--- src/hdl/pba_pkg.sv ---
// Package for the page bitmap allocator: sizes, request and status codes,
// sequencer states and the bitmap RAM request struct.
// No dependencies.
package pba_pkg;

  localparam int unsigned PAGE_COUNT  = 4096;
  localparam int unsigned PAGE_BYTES  = 4096;
  localparam int unsigned WORD_BITS   = 64;
  localparam int unsigned WORD_COUNT  = (PAGE_COUNT + WORD_BITS - 1) / WORD_BITS;
  localparam int unsigned WORD_IDX_W  = $clog2(WORD_COUNT);
  localparam int unsigned BIT_IDX_W   = $clog2(WORD_BITS);
  localparam int unsigned PAGE_IDX_W  = WORD_IDX_W + BIT_IDX_W;
  localparam int unsigned PAGE_OFS_W  = $clog2(PAGE_BYTES);
  localparam int unsigned ADDR_W      = 48;
  localparam int unsigned PFN_W       = ADDR_W - PAGE_OFS_W;
  localparam int unsigned CNT_W       = 13;
  localparam int unsigned APB_ADDR_W  = 3;
  localparam int unsigned APB_DATA_W  = 32;

  localparam logic [CNT_W-1:0]     PAGE_COUNT_MAX = CNT_W'(PAGE_COUNT);
  localparam logic [WORD_BITS-1:0] WORD_ONES      = '1;

  typedef enum logic [1:0] {
    MODE_MARK   = 2'd0,
    MODE_FREE   = 2'd1,
    MODE_ALLOC  = 2'd2,
    MODE_REGION = 2'd3
  } mode_e;

  typedef enum logic [1:0] {
    STATUS_OK      = 2'd0,
    STATUS_RANGE   = 2'd1,
    STATUS_NO_FREE = 2'd2
  } status_e;

  typedef enum logic [1:0] {
    ST_IDLE   = 2'd0,
    ST_READ   = 2'd1,
    ST_MODIFY = 2'd2,
    ST_DONE   = 2'd3
  } state_e;

  // register index on the APB port
  localparam logic REG_PAGE_COUNT = 1'b0;

  typedef struct packed {
    logic                  rd_en;
    logic [WORD_IDX_W-1:0] rd_addr;
    logic                  wr_en;
    logic [WORD_IDX_W-1:0] wr_addr;
  } ram_req_t;

endpackage

--- src/hdl/pba_bitmap_ram.sv ---
// Bitmap word store for the page bitmap allocator: one 64-bit word per
// 64 pages, registered read. Rows never written read as all ones.
// Depends on pba_pkg.
module pba_bitmap_ram (
  input  logic                            clk_i,
  input  logic                            rst_ni,
  input  pba_pkg::ram_req_t               req_i,
  input  logic [pba_pkg::WORD_BITS-1:0]   wr_data_i,
  output logic [pba_pkg::WORD_BITS-1:0]   rd_data_o
);
  import pba_pkg::*;

  logic [WORD_BITS-1:0]  mem [WORD_COUNT];
  logic [WORD_COUNT-1:0] row_valid_q;
  logic [WORD_BITS-1:0]  rd_data_q;
  logic                  rd_valid_q;

  always_ff @(posedge clk_i) begin
    if (req_i.wr_en) begin
      mem[req_i.wr_addr] <= wr_data_i;
    end
    if (req_i.rd_en) begin
      rd_data_q <= mem[req_i.rd_addr];
    end
  end

  // per-row valid bits stand in for the all-ones reset of the array
  always_ff @(posedge clk_i or negedge rst_ni) begin
    if (!rst_ni) begin
      row_valid_q <= '0;
      rd_valid_q  <= 1'b0;
    end else begin
      if (req_i.wr_en) begin
        row_valid_q[req_i.wr_addr] <= 1'b1;
      end
      if (req_i.rd_en) begin
        rd_valid_q <= row_valid_q[req_i.rd_addr];
      end
    end
  end

  assign rd_data_o = rd_valid_q ? rd_data_q : WORD_ONES;

endmodule

--- config.mk ---
export PLATFORM = sky130hd
export DESIGN_NAME = pba_bitmap_ram
export DESIGN_NICKNAME = d
export VERILOG_FILES = /design/src/hdl/pba_pkg.sv /design/src/hdl/pba_bitmap_ram.sv
export SDC_FILE = /design/constraint.sdc
export NUM_CORES = 2
export LEC_CHECK = 0
export ABC_CLOCK_PERIOD_IN_PS = 1950
export BUFFER_PORTS_ARGS = -buffer_cell sky130_fd_sc_hd__buf_2
export CAP_MARGIN = 10
export CORE_ASPECT_RATIO = 1.2
export CORE_MARGIN = 2
export CORE_UTILIZATION = 44
export DETAILED_ROUTE_END_ITERATION = 7
export GPL_ROUTABILITY_DRIVEN = 1
export SYNTH_ARGS = -nofsm -noshare
export SYNTH_HDL_FRONTEND = slang
export SYNTH_SLANG_ARGS = --single-unit
--- constraint.sdc ---
create_clock -name clk_i -period 1.95 [get_ports clk_i]
set_input_delay 0.2925 -clock clk_i [delete_from_list [all_inputs] [get_ports clk_i]]
set_output_delay 0.2925 -clock clk_i [all_outputs]
set_load 0.03 [all_outputs]
[Word-level counts from Yosys, hierarchy flattened]
Memories as Yosys holds them, arrays and structs flattened. A register that Yosys moved wholly into a read port is not among the register bits.
Index checks and enable logic that the tools add are counted.
Operators by class
  multiplexer cells: 7
  bitwise logic cells: 1
  divide/modulo/power cells: 0
  reductions and logical operators: 1
  order comparisons: 3
  $add $sub $neg: 0
  $mul: 0
  shift operators: 0
  equal/unequal tests: 0
Operators with widths (number)
  64-bit two-way mux: 1
  64-bit bitwise OR: 1
  6-bit by 7-bit less-than comparator with 1-bit output (second input constant): 2
  1-bit binary-select mux with 6-bit select: 1
  1-bit demux with 6-bit select: 1
  6-bit by 1-bit >= comparator with 1-bit output (second input constant): 1
  1-bit two-way mux: 4
  1-bit logical AND: 1
Word-level totals
  memory bits (writable): 4096
  bits in latches: 0
  register bits after elaboration: 65
  memories kept: 1
  word-level logic and storage cells: 15
  input bits: 80
  memory bits (read-only): 0
  output and inout port bits: 64
Memory list
  mem: words 64, bits a word 64, rd ports 1, clocked after memory_dff 1, wr ports 1, RTL line pba_bitmap_ram.sv:13  | logic [WORD_BITS-1:0] mem [WORD_COUNT];

[Logic depth before layout (Yosys ltp)]
  depth after elaboration: 5
  depth in mapped cells: 9

[Least setup slack after synthesis]
No wires, ideal clock.
  path type: input -> register
  from: input port req_i[3] (netlist name)
  to: register row_valid_q[48]
  required time: 1.858 ns
  buffers on the path: 1
  setup slack: -3.971 ns
  data arrival time: 5.829 ns
  setup time: 0.092 ns
  cell stages on the path: 5
  path through: clkbuf_1 > nand4b_1 > or2_2 > nor3_1 > or2_2
Between the ends
  longest elaborated chain between the ends: 5
  elaborated cells on any way between the ends: 6
  those cells by class: order compare: 2; mux: 2; bitwise: 1; reduce/logical: 1
Ends and longest elaborated chain
  start, declared: RTL line pba_bitmap_ram.sv:7  | input pba_pkg::ram_req_t req_i,
  6-bit by 7-bit less-than comparator with 1-bit output (implied by the code) or 6-bit by 1-bit >= comparator with 1-bit output (tied branches): RTL line pba_bitmap_ram.sv:34  | row_valid_q[req_i.wr_addr] <= 1'b1;
  1-bit logical AND (implied by the code): RTL line pba_bitmap_ram.sv:34
  1-bit two-way mux (implied by the code): RTL line pba_bitmap_ram.sv:34
  1-bit demux with 6-bit select (*): RTL line pba_bitmap_ram.sv:34
  64-bit bitwise OR (no source line) (*)
  end signal, assigned: RTL line pba_bitmap_ram.sv:30  | row_valid_q <= '0;
  end signal, assigned by index: RTL line pba_bitmap_ram.sv:34
  end, declared: RTL line pba_bitmap_ram.sv:14  | logic [WORD_COUNT-1:0] row_valid_q;
Mark *: on every way between the ends. The rest lies on a longest branch, timed or not.
A chain may end at the register's enable or synchronous reset.

[Worst setup path in the final report]
  from: register rd_valid_q
  to: output port rd_data_o[35] (netlist name)
Between the ends
  longest elaborated chain between the ends: 1
Ends and longest elaborated chain
  start, declared: RTL line pba_bitmap_ram.sv:16  | logic rd_valid_q;
  start signal, assigned: RTL line pba_bitmap_ram.sv:37  | rd_valid_q <= row_valid_q[req_i.rd_addr];
  64-bit two-way mux: RTL line pba_bitmap_ram.sv:42  | assign rd_data_o = rd_valid_q ? rd_data_q : WORD_ONES;
  end, declared: RTL line pba_bitmap_ram.sv:9  | output logic [pba_pkg::WORD_BITS-1:0] rd_data_o
Every way passes these cells.

==> summary.json <==
{
  "sta": {
    "totalNegativeSetupSlack_ns": -33.29,
    "hold_viol_final": 0,
    "tightest_slew_ns": 0.7441,
    "max-slew-margin-rel": 0.5040,
    "worst_hold_slack_ns": 0.09345,
    "final.setup_skew_ns": 0.04027,
    "setup_repair_after_global_routing_missed_its_margin": "true",
    "finalMaxSlewViolations": 0,
    "report.final.setup_viol": 96,
    "finalWorstPathRequiredPeriod_ns": 2.521,
    "post-route-period-util": 1.293,
    "achievable-frequency_mhz": 396.7,
    "postLayoutSetupSlackWorst_ns": -0.5708
  },
  "synthesis": {
    "syn_area_um2": 159800,
    "synth_largest_area_cell": "edfxtp_1",
    "synth_nets": 6390,
    "yosys.area.top_type_share": 0.7817,
    "syn_avg_cell_area_um2": 25.33,
    "seq_area_frac_synth": 0.7919,
    "synth.cells.most_frequent": "4160 x edfxtp_1, 1289 x mux4_2, 182 x clkbuf_1",
    "syn-instance-count": 6310,
    "yosys-top-cells-area": "edfxtp_1 78%, mux4_2 18%, dfrtp_1 1.0%",
    "synth_enable_flop_cells": 4160,
    "asr_flop_ratio_synth": 0.01538,
    "ys_warn_count": 0,
    "post-synth-top-count-cell": "edfxtp_1",
    "ys_ff_latch": 4225,
    "ys_dominant_reg_cell": "edfxtp_1",
    "synth_cell_types": 29
  },
  "detailed_routing": {
    "count_of_unresolved_drc_violations_after_routing": 0,
    "post_detailed_routing_wire_length_um": 458900,
    "drt_first_pass_iters": 5,
    "via_count": 77690,
    "detail_route.iter0.violations": 10867,
    "routed_wire_length_per_instance_um": 35.99,
    "route.detailed.vias_per_inst": 6.093,
    "drt.antenna.violating_nets": 0
  },
  "critical_path": {
    "critical_path_buf_inv_count": 2,
    "worst_path_max_delay_cell": "dfrtp_4",
    "worstSetupEndpointType": "primary output",
    "arrival_ns": 2.23,
    "timing.critical_path.max_delay_family": "flip-flops",
    "cpPeakStageDelay_ns": 0.53,
    "critical_path.startpoint_type": "register",
    "launching_point_of_the_worst_reg2reg_path": "mem[55][52]$_DFFE_PP_",
    "crit_start": "rd_valid_q$_DFFE_PN0P_",
    "setup.worst_path.class": "register to primary output",
    "timing.critical_path.fanout_max": 20,
    "cp_cell_sequence": "buf_12 -> nand2b_2 -> buf_2",
    "timing.critical_path.required_ns": 1.66
  },
  "floorplan": {
    "core_area_um2": 361800,
    "design.die.area_um2": 368100,
    "floorplan.initialDensity": 0.4417,
    "die_x_um": 554.2,
    "die_height_um": 664.2,
    "ios": 144,
    "rows": 242
  },
  "hold_path": {
    "timing.hold.worst.start": "req_i[8]",
    "min-delay-path-class": "input port to register"
  },
  "placed_design": {
    "gp_congestion": 0.8207,
    "dp_hpwl_um": 289100,
    "buffer_ports.inserted": 143
  },
  "clocking": {
    "max-clock-path-buffers": 4,
    "clkTransAtPathRegs_ns": 0.06,
    "cts_root_buffer_type": "clkbuf_16",
    "numCtsBuffers": 404,
    "h-tree-depth": 5,
    "numClockSinks": 4225,
    "cts_tree": "built",
    "clock_insertion_delay_worst_skew_ns": 0.99
  },
  "grt": {
    "largest_net_degree_at_the_start_of_global_routing": 65,
    "aggregate_global_routing_overflow": 0,
    "antenna_violations_before_repair": 17,
    "grt_pass1_wl_um": 633000,
    "first_global_vias": 79309,
    "groute.usage.overall": 0.2485
  },
  "cells_and_area": {
    "nNetsFinal": 7724,
    "fill_cells": 26541,
    "area_growth_syn_to_layout_pct": 22.36,
    "final_layout_size_suffix_gt1_frac": 0.4179,
    "layout.core_utilization": 0.5404
  },
  "run_status": {
    "outcome": "finished with violations",
    "violations": "negative setup slack"
  },
  "pwr": {
    "pwr_density_cell_nw_per_um2": 983.5,
    "static_leak_nw": 62.71,
    "vdd.ir_drop.worst_mv": 0.6785
  },
  "run": {
    "drv.max_cap_violation_count": 0
  }
}
-- repair_timing --
item | 4_1_cts | 5_1_grt
hold endpoints to repair | 4055 | 0
hold buffers | 72 | 0
gates cloned | 1 | 0
pin swaps | 55 | 17
gates resized for setup | 203 | 47
setup endpoints to repair | 118 | 124
setup buffers | 4 | 1
-- where the power goes --
part	total, mW	switching (mW)	internal (mW)
clock	79.7	34.5	45.2
combinational	11.4	6.06	5.36
sequential	101	0.442	101
-- sequential cells by signal, indices dropped and copies added, names as in the netlist --
name         flops
mem           4096
rd_data_q       64
rd_valid_q       1
row_valid_q     64
-- worst reg2reg max path: cells and delay by family (launching register included) --
| family | cells | cell delay [ns] |
|---|---|---|
| muxes | 2 | 1.00 |
| DFF | 1 | 0.43 |
| AOI/OAI and AO/OA | 1 | 0.20 |
| buffers and inverters | 1 | 0.16 |
| and+or+nand+nor | 1 | 0.05 |
-- metal layers --
layer / part of all wire / up-vias / global-route usage
met3: 0.085 / 738 / 0.04474
met2: 0.50 / 3865 / 0.4094
met4: 0.031 / 10 / 0.07153
met1: 0.38 / 42807 / 0.3411
li1: - / 30270 / -
met5: 0.00015 / - / 0
-- kinds of logic after synthesis --
logic type             count (synthesis)  share of synthesized area
AO/OA/AOI/OAI                        139                   0.006530
buffers and inverters                337                   0.009231
flip-flops                          4225                     0.7919
AND/OR/NAND/NOR                      300                   0.009474
multiplexers                        1309                     0.1829
-- final timing paths --
kind                                                     to  slack, ns  depth (start not counted)
worst max-delay path                          rd_data_o[35]      -0.57                          3
worst min-delay path                rd_data_q[56]$_DFFE_PP_       0.09                          4
worst max register to register      rd_data_q[52]$_DFFE_PP_      -0.15                          5
worst min register to register  row_valid_q[13]$_DFFE_PN0P_       0.46                          1
max in group asynchronous       row_valid_q[45]$_DFFE_PN0P_       1.25                          4
min in group asynchronous       row_valid_q[10]$_DFFE_PN0P_       0.47                          4
-- per-stage QoR --
stage                     setup WS (ns)  total power [mW]  cell area, µm²  std cells
after floorplan                 -0.9929             108.5          160400       6310
after global placement           -1.134             113.8          180300      11925
after detailed placement         -1.121             114.0          180300      11925
after CTS                       -0.6464             193.4          195300      12743
after global routing            -0.6009             197.3          195500      12749
final                           -0.5708             192.3          195500      12750
-- cell type report --
| type | instances | area, µm² | area share |
|---|---|---|---|
| Multi-Input combinational cell | 1748 | 33040 | 0.1690 |
| Antenna cell | 7 | 17.52 | 0.00008958 |
| Timing Repair Buffer | 1262 | 16570 | 0.08472 |
| Clock buffer | 483 | 10530 | 0.05386 |
| Inverter | 3 | 11.26 | 0.00005759 |
| Clock inverter | 264 | 2868 | 0.01467 |
| Sequential cell | 4225 | 126600 | 0.6472 |
| Tap cell | 4758 | 5953 | 0.03044 |
-- cells in the final DEF (no fill, tap or decap), types with 4 or more instances in the layout --
master | netlist | routed
nand3_1 | 10 | 8
buf_4 | 22 | 515
dfrtp_1 | 65 | 64
mux2i_1 | 20 | 20
bufinv_16 | 0 | 48
clkinvlp_4 | 0 | 14
clkbuf_1 | 182 | 71
a22oi_1 | 132 | 58
edfxtp_1 | 4160 | 4160
inv_16 | 0 | 8
dlygate4sd3_1 | 0 | 71
nor2_1 | 68 | 5
inv_6 | 0 | 9
clkinv_16 | 0 | 6
buf_6 | 2 | 47
diode_2 | 0 | 7
clkinv_1 | 0 | 88
or2_2 | 65 | 64
buf_8 | 0 | 4
clkinv_8 | 0 | 8
clkbuf_16 | 0 | 408
clkinv_2 | 0 | 76
nand2_4 | 0 | 4
a22oi_2 | 0 | 74
nor2b_1 | 7 | 5
mux4_2 | 1289 | 1289
clkinv_4 | 0 | 5
nand2_1 | 74 | 55
clkbuf_8 | 0 | 4
nand2_2 | 0 | 15
nor2_4 | 0 | 63
buf_12 | 0 | 548
nand2b_4 | 0 | 37
nand2b_1 | 67 | 28
buf_2 | 90 | 75
(Power assumes the default switching activity.)
